--- src/design/assert_macros.svh ---
// ---------------------------------------------------------------------------
// Assertion macros used by lcst_dp
// ---------------------------------------------------------------------------
`ifndef ASSERT_MACROS_SVH
`define ASSERT_MACROS_SVH

// same-cycle implication
`define ASSERT_IMPLY(label, clk, rst_n, a, b) \
	label: assert property (@(posedge clk) disable iff (!rst_n) (a) |-> (b)) \
		else $error("assertion failed: same-cycle implication");

// next-cycle implication
`define ASSERT_NEXT(label, clk, rst_n, a, b) \
	label: assert property (@(posedge clk) disable iff (!rst_n) (a) |=> (b)) \
		else $error("assertion failed: next-cycle implication");

`endif

--- src/design/lcst_pkg.sv ---
`timescale 1ns / 1ps
// ---------------------------------------------------------------------------
// lcst_pkg
// Types, codes and constants of the LED column scroll and transpose block.
// ---------------------------------------------------------------------------
package lcst_pkg;

	localparam int STORE_COLUMNS_DEF = 256;
	localparam int MARGIN            = 11;

	localparam logic [1:0] OP_WRITE  = 2'd0;
	localparam logic [1:0] OP_CLEAR  = 2'd1;
	localparam logic [1:0] OP_SCROLL = 2'd2;
	localparam logic [1:0] OP_RENDER = 2'd3;

	localparam logic KIND_STATUS = 1'b0;
	localparam logic KIND_ROW    = 1'b1;

	typedef struct packed {
		logic [1:0]  op;
		logic [7:0]  column_index;
		logic [15:0] red_bits;
		logic [15:0] green_bits;
		logic [8:0]  content_width;
	} cmd_t;

	typedef struct packed {
		logic        kind;
		logic [1:0]  module_res;
		logic [3:0]  row;
		logic [15:0] red_row;
		logic [15:0] green_row;
		logic        wrapped;
		logic        last;
	} res_t;

	typedef struct packed {
		logic accept;
		logic clr_step;
		logic wr_read;
		logic wr_write;
		logic scr_init;
		logic mod_step;
		logic copy_step;
		logic pos_update;
		logic res_status;
		logic ld_step;
		logic emit;
	} ctl_t;

	typedef struct packed {
		logic clr_last;
		logic mod_done;
		logic copy_done;
		logic ld_last;
		logic row_last;
		logic mod_last;
		logic res_free;
	} sts_t;

endpackage

--- src/design/lcst_ctrl.sv ---
`timescale 1ns / 1ps
// ---------------------------------------------------------------------------
// lcst_ctrl
// Sequencer: clear sweep, column write, scroll copy and render transpose.
// ---------------------------------------------------------------------------
module lcst_ctrl (
	input  logic              clk,
	input  logic              arst_n,
	input  logic              cmd_valid,
	input  logic [1:0]        cmd_op,
	output logic              cmd_ready,
	input  lcst_pkg::sts_t    sts,
	output lcst_pkg::ctl_t    ctl
);
	import lcst_pkg::*;

	localparam logic [3:0] S_IDLE  = 4'd0;
	localparam logic [3:0] S_CLR   = 4'd1;
	localparam logic [3:0] S_WRD   = 4'd2;
	localparam logic [3:0] S_WRW   = 4'd3;
	localparam logic [3:0] S_SLEN  = 4'd4;
	localparam logic [3:0] S_SMOD  = 4'd5;
	localparam logic [3:0] S_SCOPY = 4'd6;
	localparam logic [3:0] S_SRES  = 4'd7;
	localparam logic [3:0] S_RLOAD = 4'd8;
	localparam logic [3:0] S_RWAIT = 4'd9;
	localparam logic [3:0] S_REMIT = 4'd10;

	logic [3:0] state_q, state_d;

	assign cmd_ready = (state_q == S_IDLE);

	always_comb begin
		state_d = state_q;
		ctl     = '0;
		unique case (state_q)
			S_IDLE: begin
				if (cmd_valid) begin
					ctl.accept = 1'b1;
					unique case (cmd_op)
						OP_WRITE:  state_d = S_WRD;
						OP_CLEAR:  state_d = S_CLR;
						OP_SCROLL: state_d = S_SLEN;
						OP_RENDER: state_d = S_RLOAD;
						default:   state_d = S_IDLE;
					endcase
				end
			end
			S_CLR: begin
				ctl.clr_step = 1'b1;
				if (sts.clr_last) state_d = S_IDLE;
			end
			S_WRD: begin
				ctl.wr_read = 1'b1;
				state_d     = S_WRW;
			end
			S_WRW: begin
				ctl.wr_write = 1'b1;
				state_d      = S_IDLE;
			end
			S_SLEN: begin
				ctl.scr_init = 1'b1;
				state_d      = S_SMOD;
			end
			S_SMOD: begin
				if (sts.mod_done) state_d = S_SCOPY;
				else ctl.mod_step = 1'b1;
			end
			S_SCOPY: begin
				if (sts.copy_done) state_d = S_SRES;
				else ctl.copy_step = 1'b1;
			end
			S_SRES: begin
				if (sts.res_free) begin
					ctl.pos_update = 1'b1;
					ctl.res_status = 1'b1;
					state_d        = S_IDLE;
				end
			end
			S_RLOAD: begin
				ctl.ld_step = 1'b1;
				if (sts.ld_last) state_d = S_RWAIT;
			end
			S_RWAIT: begin
				state_d = S_REMIT;
			end
			S_REMIT: begin
				if (sts.res_free) begin
					ctl.emit = 1'b1;
					if (sts.row_last) state_d = sts.mod_last ? S_IDLE : S_RLOAD;
				end
			end
			default: state_d = S_IDLE;
		endcase
	end

	always_ff @(posedge clk or negedge arst_n) begin
		if (!arst_n) state_q <= S_CLR;
		else state_q <= state_d;
	end

endmodule

--- config.mk ---
export PLATFORM = sky130hd
export DESIGN_NAME = lcst_ctrl
export DESIGN_NICKNAME = d
export VERILOG_FILES = /design/src/design/assert_macros.svh /design/src/design/lcst_pkg.sv /design/src/design/lcst_ctrl.sv
export SDC_FILE = /design/constraint.sdc
export NUM_CORES = 1
export LEC_CHECK = 0
export ABC_CLOCK_PERIOD_IN_PS = 2550
export BUFFER_PORTS_ARGS = -buffer_cell sky130_fd_sc_hd__buf_2
export CORE_UTILIZATION = 25
export DETAILED_ROUTE_END_ITERATION = 8
export HOLD_SLACK_MARGIN = 0.03
export PLACE_DENSITY = 0.55
export SYNTH_ARGS = -nofsm -noshare
export SYNTH_HDL_FRONTEND = slang
export SYNTH_SLANG_ARGS = --single-unit
export TNS_END_PERCENT = 30
--- constraint.sdc ---
create_clock -name clk -period 2.55 [get_ports clk]
set_clock_uncertainty 0.15 [all_clocks]
set_input_delay 0.255 -clock clk [delete_from_list [all_inputs] [get_ports clk]]
set_output_delay 0.255 -clock clk [all_outputs]
set_load 0.01 [all_outputs]
## Word-level counts from Yosys, hierarchy flattened

Index checks and enable logic that the tools add are counted.

| storage, ports and cells | value |
|---|---|
| register bits | 4 |
| input port bits | 12 |

| cells by class | value |
|---|---|
| equal/unequal tests | 21 |
| muxes and demuxes | 26 |
| reductions and logical operators | 3 |

Operators by type and width:

| operator | number |
|---|---|
| $pmux 4 s10 | 1 |
| $mux 4 | 9 |
| $eq 4x3->1 const B | 4 |
| $ne 2x2->1 const B | 8 |
| $pmux 4 s4 | 1 |
| $mux 1 | 13 |
| $eq 4x4->1 const B | 3 |
| $eq 4x2->1 const B | 2 |
| $reduce_and 8->1 | 1 |
| $eq 2x2->1 const B | 2 |
| $eq 4x1->1 const B | 1 |
| $logic_not 4->1 | 1 |
| $mux 2 | 2 |
| $eq 2x1->1 const B | 1 |
| $logic_not 2->1 | 1 |

## Depth between registers and ports, before layout

| logic depth | value |
|---|---|
| depth after elaboration | 4 |
| mapped depth | 6 |

## Least setup slack after synthesis

Ideal clock, no wire load.

| timing path | value |
|---|---|
| path kind | reg-to-reg |
| from | reg state_q[2] |
| to | reg state_q[1] |
| setup time | 121 ps |
| arrival time | 1,546 ps |
| required time | 2,279 ps |
| path slack | 733 ps |
| stages on the path, launching flop included | 6 |
| path buffers | 0 |
| cells stage by stage | dfrtp_1 -> or2b_4 -> o32ai_2 -> a2111oi_4 -> o21ai_1 -> a22o_1 |

| on the way | value |
|---|---|
| word-level cells in the longest chain between the ends | 3 |

RTL lines:

| item | line | RTL |
|---|---|---|
| from (decl) | lcst_ctrl.sv:29 | `logic [3:0] state_q, state_d;` |
| from (signal assigned) | lcst_ctrl.sv:99 | `else state_q <= state_d;` |
| $eq 4x1->1 (tied with other cells) | lcst_ctrl.sv:36 | `unique case (state_q)` |
| $ne 2x2->1 (no source line) | -- |  |
| $reduce_and 8->1 (no source line) | -- |  |

Several ways; a longest one is shown, not always the timed one.
A chain may end at the register's enable or synchronous reset.

==> impl_summary.md <==
Synthesis
The share of the yosys chip area belonging to registers is 0.204. The synthesized design contains 4 register bits. The summed instance area of the synthesized netlist is 497 um2. The count of yosys warnings during synthesis is 0. In the synthesized netlist, the number of instances is 61. The total nets after synthesis is 73. A synthesized cell averages roughly 8 um2.

The number of different library cells used by synthesis comes to 33.

Setup path
The type of origin of the critical path is a register. For the worst flop-to-flop path, the logic depth is 5. The critical path data required time is 2140 ps. In this run the critical register-to-register path is launched from state_q[3].

For the worst setup path, the data arrival time is around 1700 ps. On the critical path, the stage with the largest delay is an instance of sky130_fd_sc_hd__or4_1. The delay contributed by the slowest stage of the critical path is 610 ps.

The worst register-to-register path ends at state_q[1]. The reg2reg setup slack is 560 ps. The type of the worst setup path is register to output port. The worst-path maximum fanout is 17.

The critical path goes through or4_1 > inv_1 > and2_1 > buf_2. The worst setup path is captured at an output port.

GRT
The met1 track demand over resource in global routing is 0.119. The via count of the first global-routing pass is 403. met2 is the most crowded layer. The initial antenna violation count is 0. The routing usage on met3 is 0.0471. For this run, global-route usage on met2 was measured as 0.169.

The all-layer global routing usage is 0.103. The residual overflow from global routing is 0. The pin count of the biggest net entering global routing is 18. The global-route wire length before repair is 1.58 mm.

STA
The achievable frequency is 468 MHz. The setup slack after layout is 413 ps. Setup repair after global routing left no endpoint under its margin. Dividing the final minimum period by the clock period gives 0.838.

The count of endpoints failing setup in the final report is 0. Setup total negative slack on the finished layout was measured at 0 ps. The final count of pins violating max slew is 0.

The shortest clock period the worst path allows after layout is 2140 ps. The final worst hold slack is between 150 and 200 ps. The pin slew with the least headroom to its limit is between 400 and 500 ps. The number of hold violations in the final report came to 0.

The worst slew margin relative to its limit is 0.686.

Power
The internal power of the cells totals 0.000379 W. The static leakage is 0.299 nW. The net switching share of the total power is 0.480. The total power of the final layout is 0.000729 W.

The net switching power of the design is 0.000350 W. The share of power burned in combinational logic is 0.612. The worst supply voltage drop on vdd is 0.670 mV. Of the total power, registers draw 0.269. Of the total power, the clock network draws 0.119. Power spread over the standard cell area amounts to 1130 mW/mm2.

Worst hold path
The number of stages on the worst hold path is 3. The worst hold path begins at cmd_op[1]. The path class of the tightest hold or removal check is input pin to register. The worst hold path endpoint is state_q[2].

Clocking
The number of H-tree branching levels is 1. The clock-pin slew on the worst setup and hold paths is about 40 ps. The clock sink total is 4. The maximum buffer depth of the clock tree is 2. Counting the buffers created by CTS gives 3. Clock latency on the worst-skew pair, taken at its later pin, is 240 ps. TritonCTS built the clock tree.

The master cell of the clock root buffer is sky130_fd_sc_hd__clkbuf_4.

Routing
In this run the remaining antenna-violating nets after routing total 0. The post-detailed-route wirelength per cell is 10.2 um. Across all layers, the routed design uses around 520 vias. Wires add up to approximately 1.1 mm. The total DRC errors in the routed layout is 0. The number of detailed-routing iterations run before antenna repair is 4.

The number of DRC violations after detailed-routing iteration 0 is 5. In the routed layout, each cell is associated on average with a via count of 4.72.

Run
The tool flagged a number of max-cap violations equal to 0.

Cells and area
The share of layout cells above drive strength 1 is 0.424. The register with the most flip-flops in the layout has 4 of them. The finished cells cover 646 um2.

The largest registers in the layout are state_q (4). The layout has 198 filler cells. state_q holds more flip-flops than any other register. The final antenna diode count is 0.

The number of nets in the final layout is 98. The growth of design area from synthesis to finish is 30.0%.

Die
The number of placed I/O pins is 24. The floorplan row count is 15. The die is roughly 47 um tall. The floorplan step set the die width to 46.6 um. The area inside the core boundary is between 0.0015 and 0.002 mm2.

The initial utilization of the core area, before any placement, comes to 0.276. The area enclosed by the die boundary is 0.00217 mm2.

Place
At the placement stage, the worst setup path has a slack of 567 ps. The weighted congestion at the end of routability-driven global placement is 0.818. Summed over all nets, the half-perimeter wirelength after detailed placement is 847 um. In this run the cell area measured after placement is ~600 um2.

The number of buffers inserted by port buffering is 23.

Outcome
The flow ran to the end, and the final reports show no timing, DRC or antenna violations.
-- cell families after synthesis --
family / share of synthesized area
AND/OR/NAND/NOR: 0.401
buffers and inverters: 0.0982
flip-flops: 0.204
AO/OA/AOI/OAI: 0.297
-- layout by cell type (no fill, tap or decap), drive strengths merged --
| cell | count |
|---|---|
| a2111oi | 1 |
| a21o | 1 |
| a21oi | 3 |
| a22o | 1 |
| a31oi | 1 |
| and2 | 1 |
| buf | 23 |
| clkbuf | 4 |
| dfrtp | 3 |
| dfstp | 1 |
| dlygate4sd3 | 1 |
| inv | 4 |
| nand2 | 2 |
| nand2b | 1 |
| nand3 | 1 |
| nand3b | 1 |
| nand4 | 2 |
| nor2 | 9 |
| nor3 | 6 |
| o21a | 1 |
| o21ai | 5 |
| o32ai | 2 |
| o41ai | 1 |
| or2 | 1 |
| or2b | 5 |
| or3b | 1 |
| or4 | 1 |
| or4b | 1 |
| or4bb | 1 |
-- metrics by stage --
stage,util,cells
6_report,0.358,110
3_5_place_dp,0.338,105
5_1_grt,0.358,110
4_1_cts,0.358,110
2_1_floorplan,-,61
3_3_place_gp,0.338,105
-- cells in the mapped netlist, drive strengths merged --
| library cell | number | area [um2] |
|---|---|---|
| or4bb | 1 | 11.3 |
| o21a | 1 | 7.51 |
| a21o | 1 | 8.76 |
| dfstp | 1 | 26.3 |
| nor3 | 6 | 30.0 |
| nand2 | 2 | 7.51 |
| or3b | 1 | 8.76 |
| buf | 3 | 20.0 |
| clkbuf | 1 | 13.8 |
| nand3b | 1 | 7.51 |
| nand3 | 1 | 5.00 |
| nor2 | 9 | 33.8 |
| a2111oi | 1 | 27.5 |
| or2 | 1 | 6.26 |
| o32ai | 2 | 32.5 |
| o41ai | 1 | 8.76 |
| nand2b | 1 | 6.26 |
| dfrtp | 3 | 75.1 |
| or4 | 1 | 7.51 |
| a21oi | 3 | 22.5 |
| inv | 4 | 15.0 |
| o21ai | 5 | 25.0 |
| or4b | 1 | 10.0 |
| a31oi | 1 | 6.26 |
| a22o | 1 | 8.76 |
| or2b | 5 | 46.3 |
| nand4 | 2 | 12.5 |
| and2 | 1 | 6.26 |
-- power groups by stage --
| stage | Sequential (W) | Combinational, W | Clock (W) |
|---|---|---|---|
| floorplan | 0.000136 | 0.000418 | 0 |
| global placement | 0.000196 | 0.000448 | 0 |
| detailed placement | 0.000198 | 0.000447 | 0 |
| CTS | 0.000195 | 0.000450 | 0.0000892 |
| global route | 0.000210 | 0.000498 | 0.0000955 |
| finish | 0.000196 | 0.000446 | 0.0000866 |
-- cell type report --
| class | count | area [um2] | area share |
|---|---|---|---|
| Clock buffer | 4 | 26.3 | 0.0407 |
| Inverter | 4 | 15.0 | 0.0233 |
| Multi-Input combinational cell | 49 | 347 | 0.537 |
| Sequential cell | 4 | 101 | 0.157 |
| Tap cell | 25 | 31.3 | 0.0484 |
| Timing Repair Buffer | 24 | 125 | 0.194 |
-- metal layers --
layer	part of all wire	routed length, um
met5	0	0
met4	0.013	15
met3	0.057	64
met2	0.44	495
met1	0.48	542
-- worst max-delay path: cells and delay by family (launching register included) --
kind | cells | cell delay [ps]
AND/OR/NAND/NOR | 2 | 730
flip-flops | 1 | 540
buffers and inverters | 2 | 230
-- timing repair --
item,4_1_cts,5_1_grt
hold endpoints to repair,4,0
setup buffers,0,0
hold buffers,1,0
resized for setup,0,0
-- worst max-delay path by stage --
stage / endpoint / cells after the start / startpoint / slack [ps]
global route: ctl[10] / 4 / state_q[1] / 330
CTS: ctl[10] / 4 / state_q[1] / 400
finish: ctl[10] / 4 / state_q[1] / 410
global placement: state_q[1] / 5 / state_q[1] / 570
detailed placement: state_q[1] / 5 / state_q[1] / 570
floorplan: state_q[1] / 5 / state_q[2] / 730
Note: power is estimated with default switching activity, not from simulation.
